--- config.mk ---
export PLATFORM = sky130hd
export DESIGN_NAME = arp_reply_responder_tracker
export DESIGN_NICKNAME = d
export VERILOG_FILES = /design/src/design/arp_rrt_pkg.sv /design/src/design/arp_reply_responder_tracker.sv
export SDC_FILE = /design/constraint.sdc
export NUM_CORES = 2
export LEC_CHECK = 0
export BUFFER_PORTS_ARGS = -buffer_cell sky130_fd_sc_hd__buf_2
export CAP_MARGIN = 20
export CORE_MARGIN = 10
export CORE_UTILIZATION = 45
export DETAILED_ROUTE_END_ITERATION = 6
export PLACE_DENSITY = 0.58
export SKIP_CTS_REPAIR_TIMING = 1
export SYNTH_ARGS = -nofsm -noshare
export SYNTH_HDL_FRONTEND = slang
export SYNTH_SLANG_ARGS = --single-unit
--- constraint.sdc ---
create_clock -name clk -period 23.4 [get_ports clk]
set_input_delay 4.68 -clock clk [delete_from_list [all_inputs] [get_ports clk]]
set_output_delay 4.68 -clock clk [all_outputs]
set_load 0.05 [all_outputs]
--- src/design/arp_rrt_pkg.sv ---
// Shared constants, codes and helper functions for the ARP reply responder tracker.
package arp_rrt_pkg;

	localparam int TABLE_ENTRIES = 5;
	localparam int COUNT_BITS    = 16;

	localparam int MAC_W   = 48;
	localparam int IP_W    = 32;
	localparam int OP_W    = 16;
	localparam int PCNT_W  = 16;
	localparam int PIDX_W  = 3;
	localparam int EXT_W   = (COUNT_BITS > PCNT_W) ? COUNT_BITS : PCNT_W;

	localparam int CFG_ADDR_W = 2;
	localparam int CFG_DATA_W = MAC_W;

	localparam int IN_DATA_W  = 96;
	localparam int OUT_DATA_W = 120;

	// request kinds (tuser)
	localparam logic REQ_OBSERVE = 1'b0;
	localparam logic REQ_CLEAR   = 1'b1;

	localparam logic [OP_W-1:0] OPCODE_REPLY = 16'd2;

	// register indexes
	localparam logic [CFG_ADDR_W-1:0] CFG_LOCAL_IP     = 2'd0;
	localparam logic [CFG_ADDR_W-1:0] CFG_PROBE_IP     = 2'd1;
	localparam logic [CFG_ADDR_W-1:0] CFG_ATTACKER_MAC = 2'd2;

	localparam logic [COUNT_BITS-1:0] COUNT_MAX = '1;
	localparam logic [COUNT_BITS-1:0] COUNT_ONE = COUNT_BITS'(1);

	typedef logic [COUNT_BITS-1:0] count_t;
	typedef logic [MAC_W-1:0]      mac_t;

	// entry count as shown on the result, saturated to the field width
	function automatic logic [PCNT_W-1:0] show_count(input count_t c);
		logic [EXT_W-1:0] ext;
		ext = EXT_W'(c);
		if (ext > EXT_W'({PCNT_W{1'b1}}))
			return '1;
		else
			return ext[PCNT_W-1:0];
	endfunction

endpackage

--- src/design/arp_reply_responder_tracker.sv ---
// Top level: ARP reply responder tracker with responder table and result register.
//
// Takes one parsed ARP item per beat and returns exactly one result beat for it.
// An item sits in an input register, where the table search,
// update and pick are worked out together; the result then lands in the output
// register. Throughput is one item per clock as long as the result side keeps up,
// and a stalled result holds the item in the input register until the output
// register frees. The responder table holds TABLE_ENTRIES MAC/count pairs; a
// count of zero marks a free entry, so a clear request empties the table with no
// sweep. Replies (opcode 2) from the local IP are ignored. Replies from any other
// IP refresh the last good MAC unless they carry the attacker MAC; those from the
// probe IP also update the table. The pick (first used entry not holding the
// attacker MAC) and good_mac show the state after the item's own update.
// Configuration is written through cfg_wen, cfg_addr and cfg_wdata and should
// only change while no item is in flight.
module arp_reply_responder_tracker (
	input  logic                                   clk,
	input  logic                                   arst_n,
	// configuration write port
	input  logic                                   cfg_wen,
	input  logic [arp_rrt_pkg::CFG_ADDR_W-1:0]     cfg_addr,
	input  logic [arp_rrt_pkg::CFG_DATA_W-1:0]     cfg_wdata,
	// input items
	input  logic                                   s_tvalid,
	output logic                                   s_tready,
	// tdata, low bit up: opcode[15:0], sender_ip[47:16], sender_mac[95:48]
	input  logic [arp_rrt_pkg::IN_DATA_W-1:0]      s_tdata,
	// tuser: req_type
	input  logic                                   s_tuser,
	// result items
	output logic                                   m_tvalid,
	input  logic                                   m_tready,
	// tdata, low bit up: added_new[0], seen_again[1], dropped_full[2], pick_valid[3],
	// pick_index[6:4], pick_mac[54:7], pick_count[70:55], good_mac[118:71], zero pad[119]
	output logic [arp_rrt_pkg::OUT_DATA_W-1:0]     m_tdata
);

	localparam int N = arp_rrt_pkg::TABLE_ENTRIES;

	// configuration registers
	logic [arp_rrt_pkg::IP_W-1:0]  local_ip_q;
	logic [arp_rrt_pkg::IP_W-1:0]  probe_ip_q;
	arp_rrt_pkg::mac_t             attacker_mac_q;

	// input stage
	logic                          valid_s1;
	logic                          req_s1;
	logic [arp_rrt_pkg::OP_W-1:0]  opcode_s1;
	logic [arp_rrt_pkg::IP_W-1:0]  sip_s1;
	arp_rrt_pkg::mac_t             smac_s1;

	// table and last good MAC
	arp_rrt_pkg::mac_t             entry_mac_q   [N];
	arp_rrt_pkg::count_t           entry_count_q [N];
	arp_rrt_pkg::mac_t             good_mac_q;

	// result register
	logic                                  out_valid_q;
	logic [arp_rrt_pkg::OUT_DATA_W-1:0]    out_data_q;

	logic advance;

	// search / update signals
	logic                 is_reply, take_good, track, clr;
	logic                 hit_found, free_found;
	logic [N-1:0]         hit_sel, free_sel;
	logic                 added, seen, dropped;
	arp_rrt_pkg::count_t  count_nxt  [N];
	logic [N-1:0]         mac_wr;
	logic [N-1:0]         used_nxt, not_att_nxt;
	arp_rrt_pkg::mac_t    good_nxt;

	// pick
	logic                                 pick_valid;
	logic [arp_rrt_pkg::PIDX_W-1:0]       pick_index;
	arp_rrt_pkg::mac_t                    pick_mac;
	logic [arp_rrt_pkg::PCNT_W-1:0]       pick_count;

	// s1 moves into the result register whenever that is empty or being drained
	assign advance  = valid_s1 && (!out_valid_q || m_tready);
	assign s_tready = !valid_s1 || advance;
	assign m_tvalid = out_valid_q;
	assign m_tdata  = out_data_q;

	// configuration
	always_ff @(posedge clk or negedge arst_n) begin
		if (!arst_n) begin
			local_ip_q     <= '0;
			probe_ip_q     <= '0;
			attacker_mac_q <= '0;
		end else if (cfg_wen) begin
			case (cfg_addr)
				arp_rrt_pkg::CFG_LOCAL_IP:     local_ip_q     <= cfg_wdata[arp_rrt_pkg::IP_W-1:0];
				arp_rrt_pkg::CFG_PROBE_IP:     probe_ip_q     <= cfg_wdata[arp_rrt_pkg::IP_W-1:0];
				arp_rrt_pkg::CFG_ATTACKER_MAC: attacker_mac_q <= cfg_wdata;
				default: ;
			endcase
		end
	end

	// input register
	always_ff @(posedge clk or negedge arst_n) begin
		if (!arst_n) begin
			valid_s1 <= 1'b0;
		end else if (s_tready) begin
			valid_s1 <= s_tvalid;
		end
	end

	always_ff @(posedge clk) begin
		if (s_tready && s_tvalid) begin
			req_s1    <= s_tuser;
			opcode_s1 <= s_tdata[15:0];
			sip_s1    <= s_tdata[47:16];
			smac_s1   <= s_tdata[95:48];
		end
	end

	// classify the item
	always_comb begin
		clr       = (req_s1 == arp_rrt_pkg::REQ_CLEAR);
		is_reply  = !clr && (opcode_s1 == arp_rrt_pkg::OPCODE_REPLY) && (sip_s1 != local_ip_q);
		take_good = is_reply && (smac_s1 != attacker_mac_q);
		track     = is_reply && (sip_s1 == probe_ip_q);
		good_nxt  = take_good ? smac_s1 : good_mac_q;
	end

	// first matching used entry and first free entry
	always_comb begin
		hit_found  = 1'b0;
		free_found = 1'b0;
		hit_sel    = '0;
		free_sel   = '0;
		for (int i = 0; i < N; i++) begin
			if (entry_count_q[i] != '0) begin
				if (!hit_found && entry_mac_q[i] == smac_s1) begin
					hit_sel[i] = 1'b1;
					hit_found  = 1'b1;
				end
			end else if (!free_found) begin
				free_sel[i] = 1'b1;
				free_found  = 1'b1;
			end
		end
		seen    = track && hit_found;
		added   = track && !hit_found && free_found;
		dropped = track && !hit_found && !free_found;
	end

	// next table contents; the attacker compare of a freshly written entry reuses
	// the sender MAC compare
	always_comb begin
		for (int i = 0; i < N; i++) begin
			mac_wr[i]    = added && free_sel[i];
			count_nxt[i] = entry_count_q[i];
			if (clr)
				count_nxt[i] = '0;
			else if (mac_wr[i])
				count_nxt[i] = arp_rrt_pkg::COUNT_ONE;
			else if (seen && hit_sel[i] && entry_count_q[i] != arp_rrt_pkg::COUNT_MAX)
				count_nxt[i] = entry_count_q[i] + arp_rrt_pkg::COUNT_ONE;
			used_nxt[i]    = (count_nxt[i] != '0);
			not_att_nxt[i] = mac_wr[i] ? (smac_s1 != attacker_mac_q)
			                           : (entry_mac_q[i] != attacker_mac_q);
		end
	end

	// pick the first used non-attacker entry after the update
	always_comb begin
		pick_valid = 1'b0;
		pick_index = '0;
		pick_mac   = '0;
		pick_count = '0;
		for (int i = 0; i < N; i++) begin
			if (!pick_valid && used_nxt[i] && not_att_nxt[i]) begin
				pick_valid = 1'b1;
				pick_index = arp_rrt_pkg::PIDX_W'(i);
				pick_mac   = mac_wr[i] ? smac_s1 : entry_mac_q[i];
				pick_count = arp_rrt_pkg::show_count(count_nxt[i]);
			end
		end
	end

	// table counts and last good MAC
	always_ff @(posedge clk or negedge arst_n) begin
		if (!arst_n) begin
			for (int i = 0; i < N; i++)
				entry_count_q[i] <= '0;
			good_mac_q <= '0;
		end else if (advance) begin
			for (int i = 0; i < N; i++)
				entry_count_q[i] <= count_nxt[i];
			good_mac_q <= good_nxt;
		end
	end

	// table MACs: payload only, written when an entry is claimed
	always_ff @(posedge clk) begin
		for (int i = 0; i < N; i++) begin
			if (advance && mac_wr[i])
				entry_mac_q[i] <= smac_s1;
		end
	end

	// result register
	always_ff @(posedge clk or negedge arst_n) begin
		if (!arst_n) begin
			out_valid_q <= 1'b0;
		end else if (advance) begin
			out_valid_q <= 1'b1;
		end else if (m_tready) begin
			out_valid_q <= 1'b0;
		end
	end

	always_ff @(posedge clk) begin
		if (advance)
			out_data_q <= {1'b0, good_nxt, pick_count, pick_mac, pick_index,
			               pick_valid, dropped, seen, added};
	end

endmodule

# Word level (Yosys, flattened, before mapping)
# Memory sizes are Yosys's and may differ from the RTL's.
# Index checks and enable logic that the tools add are counted.
[word_totals]
reg_bits = 458
ramBits = 240
in_bits = 152
output_inout_bits = 122
mem_count = 1
[op_classes]
n_addsub = 5
n_lt_le_gt_ge = 5
eq_ne = 21
n_mux = 103
n_reduce_logical = 77
[memory_table]
columns = ["name", "words", "width", "read_ports", "rd_clocked_by_memory_dff", "wr", "line_no", "source"]
rows = [
  ["entry_mac_q", 5, 48, 5, 0, 1, "arp_reply_responder_tracker.sv:53", "arp_rrt_pkg::mac_t entry_mac_q [N];"],
]
[op_table]
columns = ["operator", "count"]
rows = [
  ["2-to-1 mux 48 bit", 15],
  ["2-to-1 mux 16 bit", 25],
  ["!= test 48 bit", 6],
  ["== test 48 bit", 5],
  ["OR reduction 48 bit", 4],
  ["nonzero test 16 bit", 10],
  ["adder 16 x 1 -> 16 bit, second input constant", 5],
  ["greater-than comparator 16 bit, second input constant", 5],
  ["!= test 16 bit, second input constant", 5],
  ["2-to-1 mux 1 bit", 57],
  ["logical AND 1 bit", 43],
  ["== test 32 bit", 1],
  ["!= test 32 bit", 1],
  ["2-to-1 mux 3 bit", 6],
  ["== test 16 x 2 -> 1 bit, second input constant", 1],
  ["zero test 1 bit", 13],
  ["AND reduction 2 bit", 3],
  ["== test 2 x 1 -> 1 bit, second input constant", 1],
  ["== test 2 bit, second input constant", 1],
  ["zero test 2 bit", 1],
  ["logical OR 1 bit", 2],
  ["nonzero test 2 bit", 1],
]

# Logic depth before layout (Yosys ltp)
# An unclocked memory read counts as a cell.
[logic_depth]
word_depth = 45
depth_mapped = 20
ltp_nobuf = 15

# Worst setup path before layout
# OpenSTA, ideal clock, no wires.
[synth_path]
path_kind = "input -> register"
start = "input port m_tready"
end = "memory entry_mac_q[0][100] (netlist name), enable pin"
arrival_time_ns = 9.789
required_ns = 22.828
path_slack_ns = 13.039
stages = 5
path_cell_list = "nand2b_1 -> nand2_1 -> clkbuf_1 -> clkbuf_1 -> nor4_1"
[synth_via]
elab_chain_len = 10
elab_cells_between_ends = 29
classes_between = "18 x mux; 11 x reduce/logical"
[synth_lines]
columns = ["item", "line_no", "source"]
rows = [
  ["from (decl)", "arp_reply_responder_tracker.sv:32", "input logic m_tready,"],
  ["logical OR 1 bit *", "arp_reply_responder_tracker.sv:80", "assign advance = valid_s1 && (!out_valid_q || m_tready);"],
  ["logical AND 1 bit *", "arp_reply_responder_tracker.sv:80", ""],
  ["logical AND 1 bit", "arp_reply_responder_tracker.sv:200", "if (advance && mac_wr[i])"],
  ["2-to-1 mux 1 bit", "arp_reply_responder_tracker.sv:200", ""],
  ["2-to-1 mux 1 bit (implied by the code)", "arp_reply_responder_tracker.sv:201", "entry_mac_q[i] <= smac_s1;"],
  ["OR reduction 48 bit (no source line)", "n/a", ""],
  ["2-to-1 mux 3 bit (no source line) / 2-to-1 mux 1 bit (equally long branches) (4 in series)", "n/a", ""],
  ["to (decl)", "arp_reply_responder_tracker.sv:53", ""],
]
# Every way passes the cells marked *; elsewhere a longest branch is shown, timed or not.

# Worst setup path in the final report
[layout_path]
start = "input port m_tready"
end = "output port s_tready"
[layout_via]
elab_chain_len = 3
[layout_lines]
columns = ["item", "line_no", "source"]
rows = [
  ["logical OR 1 bit", "arp_reply_responder_tracker.sv:80", ""],
  ["logical AND 1 bit", "arp_reply_responder_tracker.sv:80", ""],
  ["logical OR 1 bit", "arp_reply_responder_tracker.sv:81", "assign s_tready = !valid_s1 || advance;"],
  ["to (decl)", "arp_reply_responder_tracker.sv:25", "output logic s_tready,"],
]
# Every way passes these cells.

==> impl_metrics.json <==
{
  "status": "completed",
  "syn_nets": 3758,
  "p_total_mw": 3.22,
  "clk_latency_ns": 0.67,
  "cts_made_buffers": 80,
  "async_flop_share": 0.347,
  "ant_nets": 0,
  "cp-end-kind": "output pin",
  "worstPathMaxFanout": 3,
  "intPower_mw": 2.29,
  "yosys_warnings": 0,
  "grt_pass1_vias": 29300,
  "fin_skew_ns": 0.0356,
  "fmax_mhz": 101,
  "fin_crit_sh": 0.422,
  "synth_most_common_cell": "nand2_1",
  "swShare": 0.288,
  "synth_top_cell_by_area": "edfxtp_1",
  "grt.overflow.total": 0,
  "ys_seq_elements": 698,
  "final_cell_area_sq_mm": 0.0450,
  "rows": 109,
  "whs_path_depth": 2,
  "setup_violations": 0,
  "cp.arrival_ns": 5.20,
  "power_frac_seq": 0.463,
  "placed_cell_area_sq_mm": 0.0422,
  "synth_edf_count": 456,
  "synthDistinctLibCells": 83,
  "rsz0062_at_grt": "false",
  "routabilityCongestion": 1.07,
  "worstRegToRegCells": 16,
  "die_x_microns": 317,
  "vdd_ir_drop_max_v": 0.0000659,
  "syn_area_sq_mm": 0.0398,
  "cts_tree": "done",
  "core_sq_mm": 0.0881,
  "grt_max_degree": 73,
  "fin_nets": 3910,
  "n_fill_cell": 8018,
  "wl_per_cell_microns": 31.9,
  "design.die.area_sq_mm": 0.101,
  "cts_root_buf": "clkbuf_16",
  "start_util": 0.452,
  "antenna_found_initial": 6,
  "grt_pass1_wl_microns": 225000,
  "drt_wl_total_microns": 159000,
  "vias": 30500,
  "powerDensity_mw_per_mm2": 71.5,
  "slew_viol_final": 0,
  "start_kind": "input pin",
  "first_pass_iters": 7,
  "tns_ns": 0,
  "avgViaCountPerCell": 6.12,
  "syn_inst": 3596,
  "seq_area_frac_synth": 0.496,
  "cp.required_ns": 18.72,
  "hold_class": "reg -> reg",
  "hold_viol_final": 0,
  "grt_usage": 0.311,
  "drive_above_1_share": 0.223,
  "cts_max_level": 3,
  "io_pins": 274,
  "final.min_clock_period_ns": 9.88,
  "drt_iter0_drc": 3980,
  "crit_type": "in -> out",
  "die_h_microns": 317,
  "place_hpwl_microns": 118000,
  "maxCapViolCount": 0,
  "p_clk_frac": 0.410,
  "p_comb_frac": 0.127,
  "remaining_drc_errors": 0,
  "area_growth_pct": 13.0,
  "worst_pin_slew_ns": 1.12,
  "numPortBuffers": 272,
  "max-slew-margin-rel": 0.248,
  "netlist.area_leader.share": 0.344,
  "synth_top_flop_cell": "edfxtp_1",
  "p_sw_uw": 925,
  "clockBufferDepth": 3,
  "synth_area_leaders": "edfxtp_1 (34%), dfrtp_1 (15%), xor2_1 (10%)",
  "yosys-top-cells-count": "nand2_1 (467), xor2_1 (461), edfxtp_1 (456)",
  "p_leak_nw": 16.9,
  "cts.sinks": 698,
  "whs_ns": 0.469,
  "syn_area_per_cell_sq_um": 11.1,
  "clk_pin_slew_ns": 0.06
}
[cells by family (layout without fill, tap and decap cells)]
group,count (synthesis),in the layout,synth area share
AO/OA/AOI/OAI,346,346,0.0627
XOR/XNOR,683,683,0.150
adder cells (fa/ha/maj),10,10,0.00314
buffers and inverters,318,537,0.0333
flip-flops,698,698,0.496
multiplexers,420,420,0.114
other,1,2,0.0000942
AND/OR/NAND/NOR,1120,1120,0.140
[worst max-delay path, cell delays in order]
cell and delay [ns]:
buf_2 0.10, nand3b_1 0.18, buf_2 0.24
[flip-flops by register name (all words and copies together) (netlist names), 48 cells and up]
register        cells
attacker_mac_q     48
entry_count_q      80
entry_mac_q       240
good_mac_q         48
m_tdata           119
smac_s1            48
[metal layers]
| layer | vias up | GRT usage | routed length, microns |
|---|---|---|---|
| met3 | 238 | 0.0710 | 15400 |
| li1 | 13300 | - | - |
| met5 | - | 0 | 59 |
| met4 | 10 | 0.0896 | 4450 |
| met2 | 1568 | 0.455 | 68700 |
| met1 | 15400 | 0.455 | 70400 |
[power groups by stage]
stage	Combinational, mW	Clock, mW	Sequential [mW]
after global routing	0.426	1.39	1.49
after detailed placement	0.400	0	1.51
after global placement	0.401	0	1.51
final	0.410	1.32	1.49
after CTS	0.402	1.34	1.48
after floorplan	0.228	0	1.48
[cells in the final DEF (no fill, tap or decap), types with 11 or more instances in the layout]
cell	synthesis	layout
clkbuf_1	201	14
a211o_1	11	11
mux2i_1	158	158
buf_2	12	272
xnor2_1	222	222
buf_4	1	91
nand2b_1	13	13
nand2_1	467	464
o221ai_1	12	12
dfrtp_1	242	242
mux2_2	262	262
clkbuf_16	0	81
o21ai_0	85	85
a31o_2	35	35
a21oi_1	30	30
xor2_1	461	461
edfxtp_1	456	456
clkinv_2	0	21
nand3_1	67	67
a221oi_1	49	49
nor4_1	163	158
nor2_1	90	86
and2_1	12	11
o31ai_1	44	44
or3_1	11	11
inv_1	23	22
nor3_1	88	87
or2_2	13	14
nand4_1	104	104
and3_1	32	31
[metrics by stage]
stage               setup WS, ns  utilization  cells
CTS                        13.52        0.511   4980
global placement           13.53        0.479   4830
global route               13.47        0.511   4980
detailed placement         13.53        0.480   4831
finish                     13.52        0.511   4981
floorplan                  13.04            -   3596
[final cells by class]
type / count / area (sq um) / area share
diodes: 1 / 2.50 / 0.0000556
clock inverters: 44 / 519 / 0.0115
clock buffers: 105 / 2220 / 0.0493
repair buffers: 364 / 2060 / 0.0458
flip-flops and latches: 698 / 19700 / 0.439
inverters: 24 / 110 / 0.00245
multi-input cells: 2580 / 18900 / 0.419
well taps: 1165 / 1460 / 0.0324
[worst paths after layout]
check | startpoint | endpoint | slack (ns)
setup reg to reg | smac_s1[8]$_DFFE_PP_ | m_tdata[53]$_DFFE_PP_ | 15.78
hold / removal | good_mac_q[36]$_DFFE_PN0P_ | good_mac_q[36]$_DFFE_PN0P_ | 0.47
hold reg to reg | good_mac_q[36]$_DFFE_PN0P_ | good_mac_q[36]$_DFFE_PN0P_ | 0.47
min in group asynchronous | arst_n | entry_count_q[21]$_DFFE_PN0P_ | 4.01
setup / recovery | m_tready | s_tready | 13.52
max in group asynchronous | arst_n | entry_count_q[66]$_DFFE_PN0P_ | 17.97
(Power assumes the default switching activity.)
